`src/design/profile_event_counter_bank_macros.svh`:
```
// Assertion macros shared by the profile event counter bank modules.
`ifndef PROFILE_EVENT_COUNTER_BANK_MACROS_SVH
`define PROFILE_EVENT_COUNTER_BANK_MACROS_SVH

// Same-cycle implication, checked at every rising clock edge outside reset.
`define PECB_ASSERT_NOW(label, ante, cons, msg) \
   label: assert property (@(posedge clock) disable iff (reset) (ante) |-> (cons)) \
      else $error(msg);

// Next-cycle implication, checked at every rising clock edge outside reset.
`define PECB_ASSERT_NEXT(label, ante, cons, msg) \
   label: assert property (@(posedge clock) disable iff (reset) (ante) |=> (cons)) \
      else $error(msg);

`endif

```
`src/design/pecb_pkg.sv`:
```
// Package with the types, codes and constants of the profile event counter bank.
package pecb_pkg;

   // Default number of counter slots in the store.
   localparam int PECB_SLOTS = 4096;

   // Request actions.
   localparam logic [1:0] ACT_ENTRY = 2'd0;
   localparam logic [1:0] ACT_CALL  = 2'd1;
   localparam logic [1:0] ACT_READ  = 2'd2;

   // Configuration register indexes.
   localparam logic [1:0] CSR_CAPTURE_ENABLE  = 2'd0;
   localparam logic [1:0] CSR_FUNCTION_COUNT  = 2'd1;
   localparam logic [1:0] CSR_CALL_SITE_COUNT = 2'd2;

   // Operation decided for a request once its index has been checked.
   localparam logic [1:0] OP_NONE = 2'd0;
   localparam logic [1:0] OP_READ = 2'd1;
   localparam logic [1:0] OP_BUMP = 2'd2;
   localparam logic [1:0] OP_BAD  = 2'd3;

   localparam int CSR_DATA_WIDTH = 13;
   localparam int COUNT_WIDTH    = 13;

   typedef struct packed {
      logic [1:0]         action;
      logic signed [31:0] index;
   } req_type;

   typedef struct packed {
      logic [63:0] count_value;
      logic        counted;
      logic        overflow_seen;
      logic        invalid_seen;
   } rsp_type;

   // Commands from the controller to the datapath.
   typedef struct packed {
      logic clear_step;
      logic load;
      logic check;
      logic read;
      logic exec;
   } cmd_type;

   // Status from the datapath to the controller.
   typedef struct packed {
      logic clear_last;
      logic out_free;
   } status_type;

endpackage

```
`src/design/pecb_controller.sv`:
```
// Controller state machine of the profile event counter bank.
`include "profile_event_counter_bank_macros.svh"

module pecb_controller (
   input  logic                clock,
   input  logic                reset,
   input  logic                req_valid,
   output logic                req_ready,
   input  pecb_pkg::status_type status,
   output pecb_pkg::cmd_type    cmd
);
   import pecb_pkg::*;

   localparam logic [2:0] ST_CLEAR = 3'd0;
   localparam logic [2:0] ST_IDLE  = 3'd1;
   localparam logic [2:0] ST_CHECK = 3'd2;
   localparam logic [2:0] ST_READ  = 3'd3;
   localparam logic [2:0] ST_EXEC  = 3'd4;

   logic [2:0] state_ff;
   logic [2:0] state_in;

   // Next state and commands.
   always_comb begin
      state_in       = state_ff;
      cmd            = '0;
      req_ready      = 1'b0;
      case (state_ff)
         ST_CLEAR: begin
            cmd.clear_step = 1'b1;
            if (status.clear_last) begin
               state_in = ST_IDLE;
            end
         end
         ST_IDLE: begin
            req_ready = 1'b1;
            if (req_valid) begin
               cmd.load = 1'b1;
               state_in = ST_CHECK;
            end
         end
         ST_CHECK: begin
            cmd.check = 1'b1;
            state_in  = ST_READ;
         end
         ST_READ: begin
            cmd.read = 1'b1;
            state_in = ST_EXEC;
         end
         ST_EXEC: begin
            // Wait until the result register can take the new response.
            if (status.out_free) begin
               cmd.exec = 1'b1;
               state_in = ST_IDLE;
            end
         end
         default: begin
            state_in = ST_IDLE;
         end
      endcase
   end

   // State register; reset starts the clearing pass.
   always_ff @(posedge clock) begin
      if (reset) begin
         state_ff <= ST_CLEAR;
      end else begin
         state_ff <= state_in;
      end
   end

   // The clearing pass runs only once after reset.
   `PECB_ASSERT_NEXT(a_clear_once, state_ff != ST_CLEAR, state_ff != ST_CLEAR, "clear pass re-entered")

endmodule

```
`config.mk`:
```
export PLATFORM = sky130hd
export DESIGN_NAME = pecb_controller
export DESIGN_NICKNAME = d
export VERILOG_FILES = /design/src/design/pecb_pkg.sv /design/src/design/pecb_controller.sv
export VERILOG_INCLUDE_DIRS = /design/src /design/src/design
export SDC_FILE = /design/constraint.sdc
export NUM_CORES = 1
export LEC_CHECK = 0
export ABC_AREA = 1
export BUFFER_PORTS_ARGS = -buffer_cell sky130_fd_sc_hd__buf_2
export CAP_MARGIN = 30
export CELL_PAD_IN_SITES_DETAIL_PLACEMENT = 0
export CELL_PAD_IN_SITES_GLOBAL_PLACEMENT = 2
export CORE_AREA = 10 10 47 49
export DETAILED_ROUTE_END_ITERATION = 10
export DIE_AREA = 0 0 57 59
export PLACE_DENSITY_LB_ADDON = 0.1
export SETUP_SLACK_MARGIN = 0.3
export SLEW_MARGIN = 20
export SYNTH_ARGS = -nofsm -noshare
export SYNTH_HDL_FRONTEND = slang
export SYNTH_SLANG_ARGS = --single-unit
```
`constraint.sdc`:
```
create_clock -name clock -period 1.6 [get_ports clock]
set_input_delay 0.24 -clock clock [delete_from_list [all_inputs] [get_ports clock]]
set_output_delay 0.24 -clock clock [all_outputs]
set_load 0.05 [all_outputs]
```
==> results.md, run 1 <==
- WS Path Type: reg -> out
- Fin Clk Skew: 0.00139 ns
- Wire length per cell: 10.9 um
- DR vias/cell: a little over 4
- Vias in the first global route: about 290
- Antenna Violating Nets Remaining: 0
- Antenna violations before repair: 0
- Area grow syn2layout: 82.2%
- FF/Latch Area: about 70 um2
- Max reg flops: 3
- Multi-input gate area: between 100 and 150 um2
- Comb pwr share: 0.426
- FF-to-FF Start: state_ff[0]$_SDFFE_PP0P_
- TritonCTS clock tree: built
- Worst Tran Pin Value: 0.199 ns
- I/O Buffers: 10
- Wire length on met1: 321 um
- Hold_buf cts: 0
- Overall Global Routing Usage: 0.0457
- Max IR drop VDD: 276 uV
- DP Wirelength: 538 um
- Power Density: 964 nW/um2
- Synthesized area: approximately 230 um2
- Worst hold path stage count: 2
- Die ar.: 3360 um2
- Top flop regs: state_ff (3)
- Status: finished, final reports clean
- CP endpoint kind: primary output
- Clock share of power: 0.329
- Seq pwr share: 0.246
- Routed met3 length: 19 um
- Worst R2R Setup Slack: 0.54 ns
- Slew HR: 0.866
- CTS clk-pin slew, worst paths: 0.04 ns
- Clock Tree Buf Depth: 2
- Final Hold Fails: 0
- Cells after DPL: 58
- Required @ worst endpoint: 1.36 ns
- Highest routed metal layer: met3
- Syn Area/Cell: 6.82 um2
- Clock Sinks: 3
- Most common cell after layout, fill and taps aside: inv_1
- Seq cells post-synth: 3
- Number of I/O pins: 11
- Max FO, Critical Path: 6
- Die extent in y: just under 60 um
- P_int: 238 uW
- Layout cell share with drive strength beyond 1: 0.714
- Vias after detailed routing: 262
- Sequential element share of the synthesized area: 0.267
- Worst R2R End: state_ff[0]$_SDFFE_PP0P_
- Hold Crit Class: in -> reg
- Top post-synthesis cells by area: dfxtp_1 (27%), inv_1 (10%), nand3_1 (8.9%), nand3_2 (8.9%), nor2_2 (8.3%)
- Max-Cap Viols: 0
- Cell taking the most area after synthesis: dfxtp_1
- Most frequent cells in the layout: inv_1 (6), nor2_2 (5), buf_6 (5), buf_2 (4), buf_4 (4)
- # H-tree levels: 1
- First-pass GRT wire length: 1190 um
- Fin crit period: roughly 1.3 ns
- R2R cell count: 7
- Fin crit share: 0.802
- DR WL met2: 367 um
- Count of different cell masters after synthesis: 15
- Drt total wl: 708 um
- Peak Freq: approximately 780 MHz
- Final slew viol count: 0
- Setup Viol. Count Final: 0
- Fin cells: 65
- Unrepaired setup endpoints after global routing: true
- Hold path startpoint: reset
- Syn nets: 38
- Pre-CTS setup slack: 0.221 ns
- Routability congestion estimate: 0.636
- Crit path arrival time: roughly 1.0 ns
- Final setup margin: 0.317 ns
- Inserted Clock Buffers: 3
- Antenna diode count: 0
- Share of the synthesized area in the top cell type: 0.267
- Setup TNS: 0 ns
- GRT overflow: 0
- Fin nets: 55
- Core ar.: 1400 um2
- Pre-antenna DRT Iters: 2
- Largest net degree at the start of global routing: 7
- Switching share of total power: 0.399
- Worst Hold Path EP: state_ff[2]$_SDFFE_PP0P_
- Startpoint types: flop
- Fillers: approximately 160
- Initial Utilization: 0.161
- Leakage: roughly 0.0002 uW
- Starting DRT DRC Count: 4
- Mapped Cells: 33
- Clk Latency, worst-skew pair: 0.23 ns
- # DRC: 0
- Root Buffer: clkbuf_4
- Top reg by flops: state_ff
- Psw: 158 uW
- FP Rows: 14
- YS warnings: 0
- Chip Width: approximately 57 um
cells in the mapped netlist:
cell type and count:
a21oi_1 1, buf_6 1, nand2_1 1, nand3_2 2, dfxtp_1 3, nor4_1 1
inv_2 4, nor2_1 3, nand3b_1 1, nor3_2 1, o21ai_2 1, inv_1 6
nor3_1 1, nand3_1 4, nor2_2 3
critical path, cell delays in order, from the launching register on:
cell,delay [ns]
dfxtp_4,0.37
nor4_4,0.26
buf_6,0.19
routing by layer:
| metal | GRT usage | up-vias |
|---|---|---|
| met1 | 0.0414 | 121 |
| li1 | - | 134 |
| met2 | 0.0806 | 7 |
| met5 | 0 | - |
| met3 | 0.0215 | 0 |
| met4 | 0.0302 | 0 |
power by group through the flow:
stage	combinational, uW	clock, uW	sequential, uW
after floorplan	124	0	90.1
after global placement	137	0	102
after detailed placement	136	0	101
after CTS	163	137	97.1
after global routing	181	147	100
final	169	130	97.2
worst max path at each step:
stage | start | end | slack, ns | depth (start not counted)
6_report | state_ff[1]$_SDFFE_PP0P_ | cmd[0] | 0.32 | 2
5_1_grt | state_ff[2]$_SDFFE_PP0P_ | cmd[0] | 0.27 | 3
4_1_cts | state_ff[0]$_SDFFE_PP0P_ | cmd[0] | 0.29 | 2
3_5_place_dp | state_ff[0]$_SDFFE_PP0P_ | cmd[3] | 0.22 | 3
3_3_place_gp | state_ff[0]$_SDFFE_PP0P_ | cmd[3] | 0.22 | 3
2_1_floorplan | state_ff[0]$_SDFFE_PP0P_ | cmd[4] | 0.26 | 2
metrics by stage:
stage / util / hold slack (ns) / total power, uW / cell area (um2)
floorplan: - / 0.309 / 215 / 250
global placement: 0.221 / 0.443 / 239 / 309
detailed placement: 0.221 / 0.441 / 237 / 309
CTS: 0.284 / 0.185 / 397 / 398
global route: 0.293 / 0.184 / 428 / 410
finish: 0.293 / 0.191 / 396 / 410
repair_timing:
item                                    in CTS  in global routing
buffers inserted                             3                  0
gates resized for setup                     15                  5
pin swaps                                    0                  1
endpoints found under the setup margin       6                  6
logic make-up after synthesis:
kind of cell           after synthesis  synth area share
AO/OA/AOI/OAI                        2            0.0611
buffers and inverters               11             0.217
flip-flops                           3             0.267
AND/OR/NAND/NOR                     17             0.456
layout make-up:
cell class              count  area share
well taps                  16      0.0488
flip-flops and latches      3       0.174
repair buffers             13       0.259
multi-input cells          19       0.357
clock buffers               4      0.0640
inverters                  10      0.0976
Note: power is estimated with default switching activity, not from simulation.
==> run 2, diff against run 1 <==
Clock period 1.6 ns to 1.3 ns, I/O delays scaled along.
==> results.md, run 2 (synthesis gave the netlist of run 1 again) <==
- Status: finished, final reports clean
- Top reg by flops: state_ff
- Final slew viol count: 0
- Total placed instance area: about 350 um2
- Antenna violations before repair: 0
- Top flop regs: state_ff (3)
- Most common cell after layout, fill and taps aside: buf_4
- Vias after detailed routing: 280
- Antenna diode count: 0
- Unrepaired setup endpoints after global routing: true
- Final Hold Fails: 0
- Drt total wl: 743 um
- Die extent in y: 59 um
- Clock Tree Buf Depth: 2
- Antenna Violating Nets Remaining: 0
- Chip Width: ~57 um
- Die ar.: 3360 um2
- Hold_buf cts: 0
- Fin crit period: between 1 and 1.5 ns
- CP endpoint kind: primary output
- Hold Crit Class: in -> reg
- Overall Global Routing Usage: 0.0541
- Vias in the first global route: 316
- # DRC: 0
- Worst Tran Pin Value: 0.203 ns
- Inserted Clock Buffers: 3
- Area grow syn2layout: 117%
- Pre-antenna DRT Iters: 2
- Max IR drop VDD: roughly 370 uV
- Starting DRT DRC Count: 1
- Max-Cap Viols: 0
- GRT overflow: 0
- Routability congestion estimate: 0.678
- FP Rows: 14
- Root Buffer: clkbuf_4
- Max FO, Critical Path: 5
- TritonCTS clock tree: built
- Fin crit share: 0.987
- Fin Clk Skew: 0.00397 ns
- Wire length per cell: 10.6 um
- Crit-path slowest cell: dfxtp_2
- CP peak stage delay: ~0.34 ns
- Crit-path cells: inv_4, nor4_4, buf_6
- R2R cell count: 6
- Startpoint types: flop
- First-pass GRT wire length: between 1000 and 1500 um
- Slew HR: 0.864
- Most frequent cells in the layout: buf_4 (7), inv_1 (5), buf_6 (5), nor2_2 (4), buf_2 (4)
- DR vias/cell: 4.00
- I/O Buffers: 10
- Worst hold path stage count: 2
- Peak Freq: 780 MHz
- Fin nets: 60
- Max reg flops: 3
- WS Path Type: reg -> out
- Clk Latency, worst-skew pair: 0.23 ns
- CTS clk-pin slew, worst paths: 0.04 ns
- # H-tree levels: 1
- Required @ worst endpoint: 1.11 ns
- Core ar.: ~1400 um2
- Initial Utilization: 0.161
- Largest net degree at the start of global routing: 6
- Setup Viol. Count Final: 0
- Crit path arrival time: between 1 and 1.5 ns
- Layout cell share with drive strength beyond 1: 0.778
- Number of I/O pins: 11
- DP Wirelength: around 580 um
- Leakage: 0.000218 uW
- Clock Sinks: 3
- Final hold slack: roughly 0.14 ns
- Power Density: between 1000 and 1500 nW/um2
- Finished Cell Area: 488 um2
[run 2: cell types whose count changed in the layout (fill, tap and decap cells not counted), sizes merged]
cell      delta
buf          +5
clkinvlp     +1
inv          -1
[run 2: final cells by class]
| class | instances | area (um2) |
|---|---|---|
| Timing Repair Buffer | 18 | 159 |
| Multi-Input combinational cell | 19 | 170 |
| Inverter | 10 | 43.8 |
| Clock buffer | 4 | 26.3 |
| Sequential cell | 3 | 68.8 |
| Fill cell | 160 | 913 |
| Tap cell | 16 | 20.0 |
[run 2: metal layers]
metal	vias to the layer above	global-route usage	part of all wire
met5	-	0	0
met4	0	0.0403	0
met1	126	0.0536	0.40
met3	0	0.0343	0.10
met2	10	0.0806	0.49
li1	144	-	-
[run 2: final timing paths]
path | start | end | slack [ns]
setup / recovery | state_ff[2]$_SDFFE_PP0P_ | cmd[0] | 0.02
hold / removal | reset | state_ff[1]$_SDFFE_PP0P_ | 0.14
setup reg to reg | state_ff[2]$_SDFFE_PP0P_ | state_ff[2]$_SDFFE_PP0P_ | 0.26
hold reg to reg | state_ff[0]$_SDFFE_PP0P_ | state_ff[1]$_SDFFE_PP0P_ | 0.65
[run 2: metrics by stage]
step / total power, uW / TNS, ns / cells / setup slack, ns / util
CTS: 538 / 0 / 69 / 0.00197 / 0.340
finish: 532 / 0 / 70 / 0.0175 / 0.348
floorplan: 275 / 0 / 33 / 0.0174 / -
global route: 572 / -0.0400 / 70 / -0.0257 / 0.348
detailed placement: 316 / 0 / 61 / 0.0876 / 0.249
global placement: 316 / 0 / 61 / 0.0976 / 0.249
[run 2: critical path, delay by kind of cell (launching register included)]
family	cells	cell delay, ns
buffers and inverters	2	0.24
flip-flops	1	0.34
AND/OR/NAND/NOR	1	0.27
[run 2: what timing repair did]
item	4_1_cts	5_1_grt
resized for setup	21	1
setup endpoints to repair	8	9
endpoints found under the hold margin	0	0
buffers inserted	4	1
pin swaps	1	0
[run 2: where the power goes]
group / internal (uW) / switching (uW)
logic: 105 / 149
registers: 102 / 13.6
clock network: 115 / 47.7
